### config.mk
export PLATFORM = sky130hd
export DESIGN_NAME = nested_bundle_deframer
export DESIGN_NICKNAME = d
export VERILOG_FILES = /design/src/sv/nbd_pkg.sv /design/src/sv/nested_bundle_deframer.sv /design/src/sv/nbd_step.sv
export SDC_FILE = /design/constraint.sdc
export NUM_CORES = 1
export LEC_CHECK = 0
export ABC_CLOCK_PERIOD_IN_PS = 12150
export BUFFER_PORTS_ARGS = -buffer_cell sky130_fd_sc_hd__buf_2
export CAP_MARGIN = 20
export CORE_MARGIN = 2
export CORE_UTILIZATION = 48
export CTS_BUF_LIST = sky130_fd_sc_hd__clkbuf_8
export DETAILED_ROUTE_END_ITERATION = 10
export GPL_TIMING_DRIVEN = 0
export PLACE_DENSITY = 0.65
export SKIP_CTS_REPAIR_TIMING = 1
export SYNTH_ARGS = -nofsm -noshare
export SYNTH_HDL_FRONTEND = slang
export SYNTH_SLANG_ARGS = --single-unit
### constraint.sdc
create_clock -name clock -period 12.15 [get_ports clock]
set_clock_uncertainty 0.2 [all_clocks]
set_input_delay 0.6075 -clock clock [delete_from_list [all_inputs] [get_ports clock]]
set_output_delay 0.6075 -clock clock [all_outputs]
set_load 0.05 [all_outputs]
### src/sv/nbd_pkg.sv
`default_nettype none
// ---------------------------------------------------------------------------
// nbd_pkg
// Types and constants shared by the nested bundle deframer modules.
// ---------------------------------------------------------------------------
package nbd_pkg;

   // parse phases
   localparam logic [3:0] PH_IDLE      = 4'd0;
   localparam logic [3:0] PH_OP2       = 4'd1;
   localparam logic [3:0] PH_SEQ1      = 4'd2;
   localparam logic [3:0] PH_SEQ2      = 4'd3;
   localparam logic [3:0] PH_DC_FIRST  = 4'd4;
   localparam logic [3:0] PH_DC_SECOND = 4'd5;
   localparam logic [3:0] PH_WHOLE     = 4'd6;
   localparam logic [3:0] PH_LEN       = 4'd7;
   localparam logic [3:0] PH_LENHI     = 4'd8;
   localparam logic [3:0] PH_LENLO     = 4'd9;
   localparam logic [3:0] PH_MSG_FIRST = 4'd10;
   localparam logic [3:0] PH_MSG       = 4'd11;
   localparam logic [3:0] PH_MP_SIZE   = 4'd12;
   localparam logic [3:0] PH_SUB_OP1   = 4'd13;
   localparam logic [3:0] PH_SUB_OP2   = 4'd14;
   localparam logic [3:0] PH_SKIP      = 4'd15;

   // opcodes and markers
   localparam logic [15:0] OP_DATA     = 16'h0900;
   localparam logic [15:0] OP_MULTI    = 16'h0300;
   localparam logic [7:0]  BUNDLE_LOW  = 8'h00;
   localparam logic [7:0]  BUNDLE_HIGH = 8'h19;
   localparam logic [7:0]  LEN_ESCAPE  = 8'hFF;

   // result queue
   localparam int FIFO_DEPTH  = 4;
   localparam int MAX_RESULTS = 2;
   localparam int PTR_W       = $clog2(FIFO_DEPTH);
   localparam int CNT_W       = PTR_W + 1;

   typedef struct packed {
      logic [3:0]  parse_phase;
      logic [7:0]  top_opcode_low;
      logic        in_multipacket;
      logic [7:0]  block_left;
      logic [15:0] message_left;
      logic [7:0]  held_byte;
      logic [7:0]  length_high;
      logic        stopped;
   } nbd_state_type;

   typedef struct packed {
      logic [7:0] message_byte;
      logic       message_first;
      logic       message_last;
      logic       malformed;
   } nbd_result_type;

endpackage
`default_nettype wire

### src/sv/nested_bundle_deframer.sv
`default_nettype none
// ---------------------------------------------------------------------------
// nested_bundle_deframer
// Splits plaintext packet bytes into application message bytes.
// ---------------------------------------------------------------------------
//  channel  dir  bits                                       transaction
//  req_*    in   tdata[7:0] data_byte, [20:8] bytes_after    one packet byte
//                tuser packet_start
//  rsp_*    out  tdata message_byte, tlast message_last,     one message byte
//                tuser[0] message_first, tuser[1] malformed  or malformed flag
//
//  One packet byte is taken per cycle; the parser state and the result
//  queue are written at the same edge, so a byte's results can leave on
//  the next cycle. A byte gives up to two results; the four-entry result
//  queue drains one per cycle, and req_tready is low while it has fewer
//  than two free entries. Reset is synchronous and empties the queue; no
//  clearing pass is needed. A stalled rsp side holds the head result.
// ---------------------------------------------------------------------------
module nested_bundle_deframer #(
   parameter int MAX_PACKET_BYTES = 8192
) (
   input  wire logic        clock,
   input  wire logic        reset,
   input  wire logic        req_tvalid,
   output logic             req_tready,
   input  wire logic [23:0] req_tdata,   // [7:0] data_byte, [20:8] bytes_after, rest zero
   input  wire logic        req_tuser,   // [0] packet_start
   output logic             rsp_tvalid,
   input  wire logic        rsp_tready,
   output logic [7:0]       rsp_tdata,   // [7:0] message_byte
   output logic             rsp_tlast,   // message_last
   output logic [1:0]       rsp_tuser    // [0] message_first, [1] malformed
);

   localparam int PtrW = nbd_pkg::PTR_W;
   localparam int CntW = nbd_pkg::CNT_W;

   nbd_pkg::nbd_state_type  state_ff, state_in, state_step;
   nbd_pkg::nbd_result_type res0, res1;
   logic [1:0]              res_count;

   nbd_pkg::nbd_result_type fifo_ff [nbd_pkg::FIFO_DEPTH];
   logic [PtrW-1:0]         wr_ptr_ff, wr_ptr_in;
   logic [PtrW-1:0]         rd_ptr_ff, rd_ptr_in;
   logic [CntW-1:0]         count_ff, count_in;

   logic                    req_fire;
   logic                    rsp_fire;
   logic [1:0]              push_n;
   nbd_pkg::nbd_result_type head;

   nbd_step #(
      .MAX_PACKET_BYTES(MAX_PACKET_BYTES)
   ) u_step (
      .state        (state_ff),
      .data_byte    (req_tdata[7:0]),
      .packet_start (req_tuser),
      .bytes_after  (req_tdata[20:8]),
      .state_next   (state_step),
      .res0         (res0),
      .res1         (res1),
      .res_count    (res_count)
   );

   // accept only while the queue has room for a full pair of results
   assign req_tready = (count_ff <=
                        CntW'(nbd_pkg::FIFO_DEPTH - nbd_pkg::MAX_RESULTS));
   assign req_fire   = req_tvalid && req_tready;
   assign rsp_fire   = rsp_tvalid && rsp_tready;
   assign push_n     = req_fire ? res_count : 2'd0;

   // hold the parser state unless a byte is taken
   assign state_in  = req_fire ? state_step : state_ff;
   assign wr_ptr_in = wr_ptr_ff + PtrW'(push_n);
   assign rd_ptr_in = rd_ptr_ff + PtrW'(rsp_fire);
   assign count_in  = count_ff + CntW'(push_n) - CntW'(rsp_fire);

   always_ff @(posedge clock) begin
      if (reset) begin
         state_ff  <= '0;
         wr_ptr_ff <= '0;
         rd_ptr_ff <= '0;
         count_ff  <= '0;
      end else begin
         state_ff  <= state_in;
         wr_ptr_ff <= wr_ptr_in;
         rd_ptr_ff <= rd_ptr_in;
         count_ff  <= count_in;
      end
   end

   // queue payload: write the first result at the tail, the second behind it
   always_ff @(posedge clock) begin
      if (push_n != 2'd0) fifo_ff[wr_ptr_ff] <= res0;
      if (push_n == 2'd2) fifo_ff[wr_ptr_ff + PtrW'(1)] <= res1;
   end

   assign head       = fifo_ff[rd_ptr_ff];
   assign rsp_tvalid = (count_ff != '0);
   assign rsp_tdata  = head.message_byte;
   assign rsp_tlast  = head.message_last;
   assign rsp_tuser  = {head.malformed, head.message_first};

endmodule
`default_nettype wire

### src/sv/nbd_step.sv
`default_nettype none
// ---------------------------------------------------------------------------
// nbd_step
// Next-state and result logic for one packet byte.
// ---------------------------------------------------------------------------
module nbd_step #(
   parameter int MAX_PACKET_BYTES = 8192
) (
   input  wire nbd_pkg::nbd_state_type  state,
   input  wire logic [7:0]              data_byte,
   input  wire logic                    packet_start,
   input  wire logic [12:0]             bytes_after,
   output nbd_pkg::nbd_state_type       state_next,
   output nbd_pkg::nbd_result_type      res0,
   output nbd_pkg::nbd_result_type      res1,
   output logic [1:0]                   res_count
);

   localparam logic [16:0] MaxTotal = 17'(MAX_PACKET_BYTES);

   // start a message of the given length, wait for another length on a zero length, or drop out on an oversize length
   function automatic nbd_pkg::nbd_state_type begin_msg(
      input nbd_pkg::nbd_state_type s,
      input logic [15:0]            len,
      input logic [12:0]            scope,
      input logic                   in_block
   );
      nbd_pkg::nbd_state_type r;
      r = s;
      if (len > {3'b000, scope}) begin
         if (in_block) r.parse_phase = nbd_pkg::PH_SKIP;
         else          r.stopped     = 1'b1;
      end else if (len == 16'd0) begin
         r.parse_phase = nbd_pkg::PH_LEN;
      end else begin
         r.message_left = len;
         r.parse_phase  = nbd_pkg::PH_MSG_FIRST;
      end
      return r;
   endfunction

   nbd_pkg::nbd_state_type nxt;
   logic        fin;
   logic        in_block;
   logic [12:0] scope;
   logic        endf;
   logic [15:0] op;
   logic [15:0] ml;

   always_comb begin
      nxt       = state;
      res0      = '0;
      res1      = '0;
      res_count = 2'd0;
      fin       = 1'b0;
      in_block  = 1'b0;
      scope     = bytes_after;
      endf      = 1'b0;
      op        = {data_byte, state.top_opcode_low};
      ml        = state.message_left - 16'd1;

      if (packet_start) begin
         nxt                = '0;
         nxt.stopped        = (({4'b0000, bytes_after} + 17'd1) > MaxTotal);
         nxt.top_opcode_low = data_byte;
         nxt.parse_phase    = nbd_pkg::PH_OP2;
         fin                = 1'b1;
      end else if (state.parse_phase == nbd_pkg::PH_IDLE) begin
         fin = 1'b0;
      end else if (state.stopped) begin
         fin = 1'b1;
      end else begin
         fin      = 1'b1;
         in_block = state.in_multipacket && (state.parse_phase != nbd_pkg::PH_MP_SIZE);
         if (in_block) nxt.block_left = state.block_left - 8'd1;
         scope = in_block ? {5'b00000, nxt.block_left} : bytes_after;
         endf  = (scope == 13'd0) || (bytes_after == 13'd0);

         case (state.parse_phase)
            nbd_pkg::PH_OP2: begin
               if (op == nbd_pkg::OP_DATA) begin
                  nxt.parse_phase = nbd_pkg::PH_SEQ1;
               end else if (op == nbd_pkg::OP_MULTI) begin
                  nxt.in_multipacket = 1'b1;
                  nxt.block_left     = 8'd0;
                  nxt.parse_phase    = nbd_pkg::PH_MP_SIZE;
               end else begin
                  // fragments, control and unknown opcodes
                  nxt.stopped = 1'b1;
               end
            end
            nbd_pkg::PH_SEQ1: nxt.parse_phase = nbd_pkg::PH_SEQ2;
            nbd_pkg::PH_SEQ2: nxt.parse_phase = nbd_pkg::PH_DC_FIRST;
            nbd_pkg::PH_DC_FIRST: begin
               if (endf) begin
                  res0            = '{data_byte, 1'b1, 1'b1, 1'b0};
                  res_count       = 2'd1;
                  nxt.parse_phase = nbd_pkg::PH_SKIP;
               end else begin
                  nxt.held_byte   = data_byte;
                  nxt.parse_phase = nbd_pkg::PH_DC_SECOND;
               end
            end
            nbd_pkg::PH_DC_SECOND: begin
               if (state.held_byte == nbd_pkg::BUNDLE_LOW &&
                   data_byte == nbd_pkg::BUNDLE_HIGH) begin
                  nxt.parse_phase = nbd_pkg::PH_LEN;
               end else begin
                  res0            = '{state.held_byte, 1'b1, 1'b0, 1'b0};
                  res1            = '{data_byte, 1'b0, endf, 1'b0};
                  res_count       = 2'd2;
                  nxt.parse_phase = nbd_pkg::PH_WHOLE;
               end
            end
            nbd_pkg::PH_WHOLE: begin
               res0      = '{data_byte, 1'b0, endf, 1'b0};
               res_count = 2'd1;
            end
            nbd_pkg::PH_LEN: begin
               if (data_byte == nbd_pkg::LEN_ESCAPE) begin
                  if (scope < 13'd2) begin
                     res0        = '{8'h00, 1'b0, 1'b0, 1'b1};
                     res_count   = 2'd1;
                     nxt.stopped = 1'b1;
                  end else begin
                     nxt.parse_phase = nbd_pkg::PH_LENHI;
                  end
               end else begin
                  nxt = begin_msg(nxt, {8'h00, data_byte}, scope, in_block);
               end
            end
            nbd_pkg::PH_LENHI: begin
               nxt.length_high = data_byte;
               nxt.parse_phase = nbd_pkg::PH_LENLO;
            end
            nbd_pkg::PH_LENLO: begin
               nxt = begin_msg(nxt, {state.length_high, data_byte}, scope, in_block);
            end
            nbd_pkg::PH_MSG_FIRST, nbd_pkg::PH_MSG: begin
               nxt.message_left = ml;
               res0 = '{data_byte, (state.parse_phase == nbd_pkg::PH_MSG_FIRST),
                        (ml == 16'd0) || (bytes_after == 13'd0), 1'b0};
               res_count       = 2'd1;
               nxt.parse_phase = (ml == 16'd0) ? nbd_pkg::PH_LEN : nbd_pkg::PH_MSG;
            end
            nbd_pkg::PH_MP_SIZE: begin
               if (data_byte == 8'd0 || {5'b00000, data_byte} > bytes_after) begin
                  nxt.stopped = 1'b1;
               end else begin
                  nxt.block_left  = data_byte;
                  nxt.parse_phase = nbd_pkg::PH_SUB_OP1;
               end
            end
            nbd_pkg::PH_SUB_OP1: begin
               nxt.held_byte   = data_byte;
               nxt.parse_phase = nbd_pkg::PH_SUB_OP2;
            end
            nbd_pkg::PH_SUB_OP2: begin
               nxt.parse_phase = ({data_byte, state.held_byte} == nbd_pkg::OP_DATA &&
                                  scope >= 13'd2) ? nbd_pkg::PH_SEQ1 : nbd_pkg::PH_SKIP;
            end
            default: ;
         endcase
      end

      if (fin) begin
         // block used up: back to the next size byte
         if (in_block && nxt.block_left == 8'd0) nxt.parse_phase = nbd_pkg::PH_MP_SIZE;
         // last byte of the packet
         if (bytes_after == 13'd0) begin
            nxt.parse_phase    = nbd_pkg::PH_IDLE;
            nxt.stopped        = 1'b0;
            nxt.in_multipacket = 1'b0;
            nxt.block_left     = 8'd0;
         end
      end
      state_next = nxt;
   end

endmodule
`default_nettype wire

==> results by stage, run 1 <==
Run status:
- The run finished with clean final reports.

Timing:
- The setup TNS is 0 ns.
- The post-route fraction of the period consumed by the critical path is 41.78%.
- The final hold slack is 0.2611 ns.
- The count of endpoints failing hold in the final timing report is 0.
- Setup repair after global routing left no endpoint under its margin.
- The max-slew violation total from the final report is 0.
- The fmax is 197.0 MHz.
- The final worst setup slack is 7.074 ns.
- The final setup violation count is 0.
- The transition time at the pin with the least slew margin is 0.9280 ns.
- The minimum period implied by the final worst setup slack is 5.076 ns.
- The relative slew slack is 37.56%.

GRT:
- The met2 track demand over resource in global routing is 44.56%.
- After global routing, the most crowded layer is met2.
- The overall global routing resource usage is 28.59%.
- Global routing consumed, on the met3 layer, 5.576% of the routing resources.
- Summed over all layers, the global routing overflow is 0.
- The number of antenna violations at the first check in global routing is 1.
- The first global-routing pass estimated 37030 microns of wire.
- The pin count of the biggest net entering global routing is 19.
- The via count of the first global-routing pass is 6657.
- The met1 track demand over resource in global routing is 39.67%.

Clocking:
- Clock-pin slew was measured on the worst setup and hold paths at 0.10 ns.
- The buffer levels on the longest clock path is 2.
- Clock tree synthesis selected as its root buffer the cell clkbuf_8.
- The H-tree depth reported by CTS is 3.
- The clock drives 105 sinks.
- TritonCTS built the clock tree.
- The clock insertion delay at the later pin of the skew report is 0.40 ns.
- Buffers inserted during clock tree synthesis total 9.

Hold path:
- In this run the most critical hold path is launched from state_ff[48].
- For hold timing, the worst endpoint is state_ff[48].
- The path class of the lowest-slack min-delay path is register to register.
- The number of cells on the worst hold path is 2.

Cells and area:
- The share of layout cells above drive strength 1 is 11.54%.
- Summing all multi-input logic gate instances after layout gives 4716 sq um.
- 0 antenna diodes ended up in the layout.
- The area growth from synthesis to layout is 8.299%.
- The register area is 2462 sq um.
- The non-filler instance count after layout is 1169.
- The number of fillers in the final layout is 1547.
- The net count of the finished layout is 1002.

Worst setup path:
- At the worst endpoint, the arrival time is 5.17 ns.
- Counting cells, the worst reg-to-reg path comes to 17.
- The worst setup path is captured at a register.
- The reg-to-reg critical path endpoint is state_ff[30].
- The element type at the critical path start is a register.
- The setup check on the worst reg-to-reg path leaves a slack of 7.07 ns.
- For the worst setup path, the data required time is 12.25 ns.
- The startpoint of the lowest-slack register-to-register path is state_ff[33].
- The critical setup path kind is register to register.
- The largest driver fanout on the critical path is 10.

Die:
- The area of the die is 16920 sq um.
- The area of the placeable core is 15710 sq um.
- The I/O pin count is 42.
- The placement row count is 46.
- The starting density of the core is 48.55%.
- The overall die height is 130.1 microns.
- Measured along the x axis, the die boundary spans 130.1 microns.

Placement:
- The half-perimeter wire length after placement is 17860 microns.
- The congestion estimate from routability-driven global placement came to 0.9679.
- Counting tap cells, the placed design contains a total of 1153 instances.
- In this run the tool buffered the top-level ports with 36 buffer cells.
- At the placement stage, the worst setup path has a slack of 7.162 ns.

Route:
- The DRC marker count from the first detailed-route iteration is 774.
- The routed layout has 7303 vias.
- For this run, design rule violations remaining after detail routing come to 0.
- Summed over all layers, the routed wires come to 24010 microns.
- The first detailed-routing pass ran for 6 iterations.
- The remaining number of nets flagged by the antenna check after routing is 0.
- The routed wire length per instance is 20.54 microns.
- After detailed routing, the number of vias per cell comes to 6.247.

Synthesis:
- The number of distinct standard cells referenced by the synthesized netlist is 94.
- For this run, the register share of the synthesized area comes to 32.28%.
- The net count after synthesis is 954.
- In the synthesized netlist the dominant register cell turns out to be dfxtp_1.
- In this run the mean area of a mapped cell was 8.476 sq um.
- The post-synthesis cell type with the largest combined area is dfxtp_1.
- The warning count from the yosys run is 0.
- After synthesis, the most frequently instantiated cells are nand2_1, nor2_1, dfxtp_1.
- For this run, asynchronously set or reset flops after synthesis account for 0%.
- In the post-synthesis netlist, the biggest area contributors are dfxtp_1, edfxtp_1, nand2_1.
- The count of flip-flops with a built-in enable after synthesis is 36.
- The netlist area before placement is 7629 sq um.
- Among all cell types in the netlist, the one instantiated most often is nand2_1.
- The gate count of the mapped netlist is 900.
- The fraction of post-synthesis cell area in the top cell type by area is 18.11%.
- Synthesis inferred 105 register bits.

Pwr:
- The power density over the cells is 106.6 nW/um^2.
- The static leakage is 3.044 nW.
- The worst-case IR drop observed on VDD is 0.00008291 V.

Run:
- The tool flagged a number of max-cap violations equal to 0.
power by group:
group	switching [mW]	leakage, nW	internal (mW)	total (mW)
logic	0.196	2.06	0.0953	0.292
registers	0.00836	0.891	0.370	0.379
clock network	0.133	0.0910	0.0770	0.210
state kept, by name, summed over array words and instances, names as in the netlist:
register   flops
rd_ptr_ff      2
state_ff      54
wr_ptr_ff      2
fifo_ff       44
count_ff       3
area by class of cell:
cell class	instances	share of cell area (%)
plain buffers	70	3.907
clock buffers	9	1.499
clock inverters	7	0.6512
inverters	34	1.545
multi-input cells	691	57.08
flip-flops and latches	105	29.80
well taps	216	3.271
repair buffers	37	2.241
placed cells by master (no fill, tap or decap), types with 6 or more instances in the layout:
master,count
a211oi_1,7
a21o_1,7
a21oi_1,47
a22o_1,15
a22oi_1,10
a31oi_1,6
a32o_1,33
and2_1,6
and3_1,18
buf_1,7
buf_2,43
clkbuf_1,49
clkbuf_8,9
dfxtp_1,69
edfxtp_1,36
ha_1,24
inv_1,30
mux2i_1,25
mux4_2,11
nand2_1,101
nand2b_1,7
nand3_1,14
nand4_1,11
nor2_1,98
nor2b_1,8
nor3_1,31
nor4_1,21
o21a_1,9
o21ai_0,42
o22ai_1,9
o31ai_1,6
or3_1,9
xnor2_1,16
worst max-delay path by stage:
stage	start	endpoint	slack, ns	cells after the start
final	state_ff[33]	state_ff[30]	7.07	17
after global placement	state_ff[33]	state_ff[27]	7.19	17
after global routing	state_ff[33]	state_ff[29]	6.85	17
after CTS	state_ff[33]	state_ff[30]	7.13	17
after floorplan	state_ff[33]	state_ff[22]	7.80	17
after detailed placement	state_ff[33]	state_ff[22]	7.16	17
worst max-delay path, cell delays in order, from the launching register on:
cell,delay (ns)
dfxtp_1,0.32
clkbuf_1,0.22
inv_1,0.14
ha_1,0.27
or4b_1,0.56
o311ai_0,0.46
o22ai_2,0.16
ha_1,0.32
nand2_1,0.11
or3b_1,0.46
nor4_4,0.38
nand2_1,0.16
o211ai_2,0.30
a31oi_2,0.20
and2_1,0.22
buf_6,0.13
buf_8,0.13
a22o_1,0.22
logic make-up (layout without fill, tap and decap cells):
| family | after synthesis | in the layout | share of synthesized area (%) |
|---|---|---|---|
| muxes | 36 | 36 | 6.528 |
| and+or+nand+nor | 362 | 362 | 23.95 |
| adders and majority gates | 25 | 25 | 4.199 |
| DFF | 105 | 105 | 32.28 |
| buffers and inverters | 104 | 157 | 5.905 |
| xor gates and xnor gates | 22 | 22 | 2.624 |
| AOI/OAI and AO/OA | 246 | 246 | 24.52 |
layer usage:
metal	vias to the layer above	wire length [microns]	part of all wire, %
met5	-	11	0.046
met4	2	659	2.7
met3	57	1683	7.0
met2	308	10970	46
met1	3460	10690	45
li1	3476	-	-
metrics by stage:
stage / total power [mW] / area [sq um] / util, %
6_report: 0.8807 / 8262 / 52.58
5_1_grt: 0.9187 / 8262 / 52.58
4_1_cts: 0.8847 / 8262 / 52.58
3_5_place_dp: 0.6776 / 8084 / 51.45
3_3_place_gp: 0.6743 / 8079 / 51.42
2_1_floorplan: 0.6090 / 7629 / -
Note: power is estimated with default switching activity, not from simulation.
==> run 2: changes to the inputs <==
--- a/config.mk
+++ b/config.mk
@@ -5,7 +5,7 @@
 export SDC_FILE = /design/constraint.sdc
 export NUM_CORES = 1
 export LEC_CHECK = 0
-export ABC_CLOCK_PERIOD_IN_PS = 12150
+export ABC_CLOCK_PERIOD_IN_PS = 4630
 export BUFFER_PORTS_ARGS = -buffer_cell sky130_fd_sc_hd__buf_2
 export CAP_MARGIN = 20
 export CORE_MARGIN = 2
@@ -13,7 +13,7 @@
 export CTS_BUF_LIST = sky130_fd_sc_hd__clkbuf_8
 export DETAILED_ROUTE_END_ITERATION = 10
 export GPL_TIMING_DRIVEN = 0
-export PLACE_DENSITY = 0.65
+export PLACE_DENSITY = 0.68
 export SKIP_CTS_REPAIR_TIMING = 1
 export SYNTH_ARGS = -nofsm -noshare
 export SYNTH_HDL_FRONTEND = slang
==> constraint.sdc (replaced) <==
create_clock -name clock -period 4.63 [get_ports clock]
set_clock_uncertainty 0.2 [all_clocks]
set_input_delay 0.2315 -clock clock [delete_from_list [all_inputs] [get_ports clock]]
set_output_delay 0.2315 -clock clock [all_outputs]
set_load 0.05 [all_outputs]
==> run 2 against run 1 <==
  * Maximum frequency grew 12%
  * Via count increased by 2.3%
  * Register-to-register slack worse by 7.0 ns
  * Sequential share of layout area decreased by 0.48 points
  * Largest cell class unchanged
  * Hold slack lost 0.15 ns
==> results by stage, run 2 (synthesis results as in run 1) <==
Clocking:
- The buffer cell driving the clock tree root is clkbuf_8.
- The H-tree depth reported by CTS came to 3 (unchanged).
- The buffer levels on the longest clock path is 2 (unchanged).
- The clock insertion delay at the later pin of the skew report came to 0.40 ns (about the same).
- The TritonCTS clock tree is done.
- The number of CTS-inserted buffers is 9 (unchanged).
- The clock transition at the registers of the reported paths came to 0.11 ns (about the same).
- The sink count of the clock tree is 105 (unchanged).

Route:
- The vias after detailed routing was 7472 (+2.3%).
- The ratio of routed vias to standard cells is 6.392 (+2.3%).
- The DRC marker count from the first detailed-route iteration came to 721 (-6.8%).
- The sum of routed wire length over all layers is 23620 microns (-1.6%).
- The DRC violation count after routing is 0 (unchanged).
- The routed wire length per instance came to 20.21 microns (-1.6%).
- The first-pass detailed-route iteration total came to 5 (-1).
- The remaining number of nets flagged by the antenna check after routing is 0 (unchanged).

GRT:
- The global-route wire length before repair is 36690 microns (-0.89%).
- The number of antenna violations at the first check in global routing is 0 (-1).
- The pin count of the biggest net entering global routing was 21 (+2).
- The total overflow reported by the global router is 0 (unchanged).
- The overall global routing resource usage is 28.16% (-0.43 points).
- The via count of the first global-routing pass is 6870 (+3.2%).

Timing:
- The final worst setup slack is 0.1046 ns (-6.970 ns).
- The final setup violation count is 0 (unchanged).
- The count of endpoints failing hold in the final timing report was 0 (unchanged).
- The relative slew slack came to 34.27% (-3.3 points).
- The transition time at the pin with the least slew margin is 0.9770 ns (+0.04898 ns).
- The post-route fraction of the period consumed by the critical path is 97.74% (+56 points).
- The minimum period implied by the final worst setup slack is 4.525 ns (-0.5505 ns).
- The max-slew violation total from the final report is 0 (unchanged).
- The fmax is 221.0 MHz (+12%).
- The setup TNS is 0 ns (unchanged).

Placement:
- The worst setup slack after placement is -0.2735 ns (-7.435 ns).
- The weighted congestion reported at the end of routability-driven placement is 0.9906 (+2.3%).
- The number of instances in the placed design is 1153 (unchanged).
- The number of port buffers is 36 (unchanged).
- The half-perimeter wire length after placement was 17450 microns (-2.3%).

Die:
- The overall die height is 130.1 microns (unchanged).
- The area of the die was 16920 sq um (unchanged).
- The horizontal die dimension was 130.1 microns (unchanged).
- The starting density of the core was 48.55% (unchanged).
- The area of the placeable core is 15710 sq um (unchanged).
- The I/O pin count is 42 (unchanged).
- The placement row count came to 46 (unchanged).

Worst setup path:
- STA classifies the critical path endpoint as a register.
- The data arrival time of the critical path was 4.62 ns (-0.55 ns).
- The worst setup path is launched from a register.
- The standard cell with the maximum stage delay on the critical path is or4b_4.
- The required arrival time at the worst endpoint is 4.73 ns (-7.52 ns).
- Walking the worst path, the cells encountered are buf_2 > inv_2 > ha_4 > or4b_4 > o311ai_4 > o22ai_2 > ha_1 > nand2_1 > or3b_4 > nor4_4 > o31ai_4 > a211oi_2 > a31oi_4 > and2_1 > buf_6 > buf_8 > a22o_1.
- The largest driver fanout on the critical path is 10 (unchanged).
- The worst stage delay on the critical path is 0.51 ns (-0.05 ns).
- The buffering stage count on the worst path with inverters included is 4 (unchanged).
- The setup path with the least slack is of type register to register.
- On the critical path the largest part of the delay comes from simple AND/OR/NAND/NOR gates.

Pwr:
- The internal power of the cells is 1.486 mW (+170%).
- The maximum resistive drop on vdd is 0.0002126 V (+160%).
- The static leakage is 3.075 nW (+1.0%).
- The switching part of the total is 37.56% (-0.84 points).
- The share of total power in sequential cells is 41.7% (-1.3 points).
- The combinational group share of total power came to 32.2% (-0.9 points).
- The total power after layout was 2.380 mW (+170%).
- The switching power summed over all nets was 893.9 uW (+160%).
- The proportion of power drawn by the clock network is 26.1% (+2.2 points).
- The power density over the cells is 283.5 nW/um^2 (+170%).

Cells and area:
- Leaving out fill and tap cells, the most frequent cells in the layout are nand2_1, nor2_1, dfxtp_1.
- The number of flip-flops under the largest register name came to 54 (unchanged).
- The share of layout cells above drive strength 1 was 13.22% (+1.7 points).
- The non-filler instance count after layout is 1169 (unchanged).
- The most common cell after layout, fill and taps aside is nand2_1.
- The net total in the final layout is 1002 (unchanged).
- Relative to the synthesized area, the layout overhead comes to 10.05%.
- state_ff holds more flip-flops than any other register.
- The largest registers in the layout are state_ff (54), fifo_ff (44), count_ff (3).
- The number of fillers in the final layout came to 1545 (-0.13%).
- The number of antenna repair diodes came to 0 (unchanged).

Hold path:
- The tightest min-delay check is of the primary input to register type.

Run:
- The max-capacitance violation count is 0 (unchanged).

Run status:
- The flow ran to the end, and the final reports show no timing, DRC or antenna violations.
## run 2: routing by layer
metal  vias up  GRT usage [%]  wire (microns)
met5         -              0               0
met4         0          11.26             877
met3        75          5.043            1764
met2       390          44.60           10750
met1      3535          38.26           10240
li1       3472              -               -
## run 2: worst paths after layout
path / endpoint / from / cells after the start / slack, ns
setup / recovery: state_ff[25] / state_ff[33] / 17 / 0.10
hold / removal: rd_ptr_ff[0] / rsp_tready / 4 / 0.11
setup reg to reg: state_ff[25] / state_ff[33] / 17 / 0.10
hold reg to reg: state_ff[45] / state_ff[45] / 2 / 0.26
## run 2: worst register-to-register path, stage by stage (launching register included)
cell	delay (ns)
dfxtp_1	0.33
buf_2	0.19
inv_2	0.11
ha_4	0.18
or4b_4	0.52
o311ai_4	0.25
o22ai_2	0.17
ha_1	0.32
nand2_1	0.11
or3b_4	0.44
nor4_4	0.33
o31ai_4	0.14
a211oi_2	0.32
a31oi_4	0.14
and2_1	0.21
buf_6	0.13
buf_8	0.14
a22o_1	0.22
## run 2: layout make-up
class	count	area, sq um	area share, %
clock buffer	9	123.9	1.475
buffer	70	326.6	3.890
timing repair buffer	37	185.2	2.206
tap	216	270.3	3.219
clock inverter	7	91.34	1.088
multi-input combinational	691	4808	57.27
inverter	34	127.6	1.520
sequential	105	2462	29.33
## run 2: power groups by stage
stage	combinational (mW)	sequential (mW)	clock, mW
after floorplan	0.591	1.01	0
after global placement	0.751	1.01	0
after detailed placement	0.755	1.01	0
after CTS	0.758	0.993	0.633
after global routing	0.824	0.997	0.662
final	0.765	0.993	0.622
## run 2: per-stage QoR
stage	hold WS [ns]	area, sq um	util [%]
floorplan	0.2360	7629	-
global placement	0.2442	8079	51.42
detailed placement	0.2476	8084	51.45
CTS	0.1002	8299	52.82
global route	0.1546	8396	53.43
finish	0.1106	8396	53.43
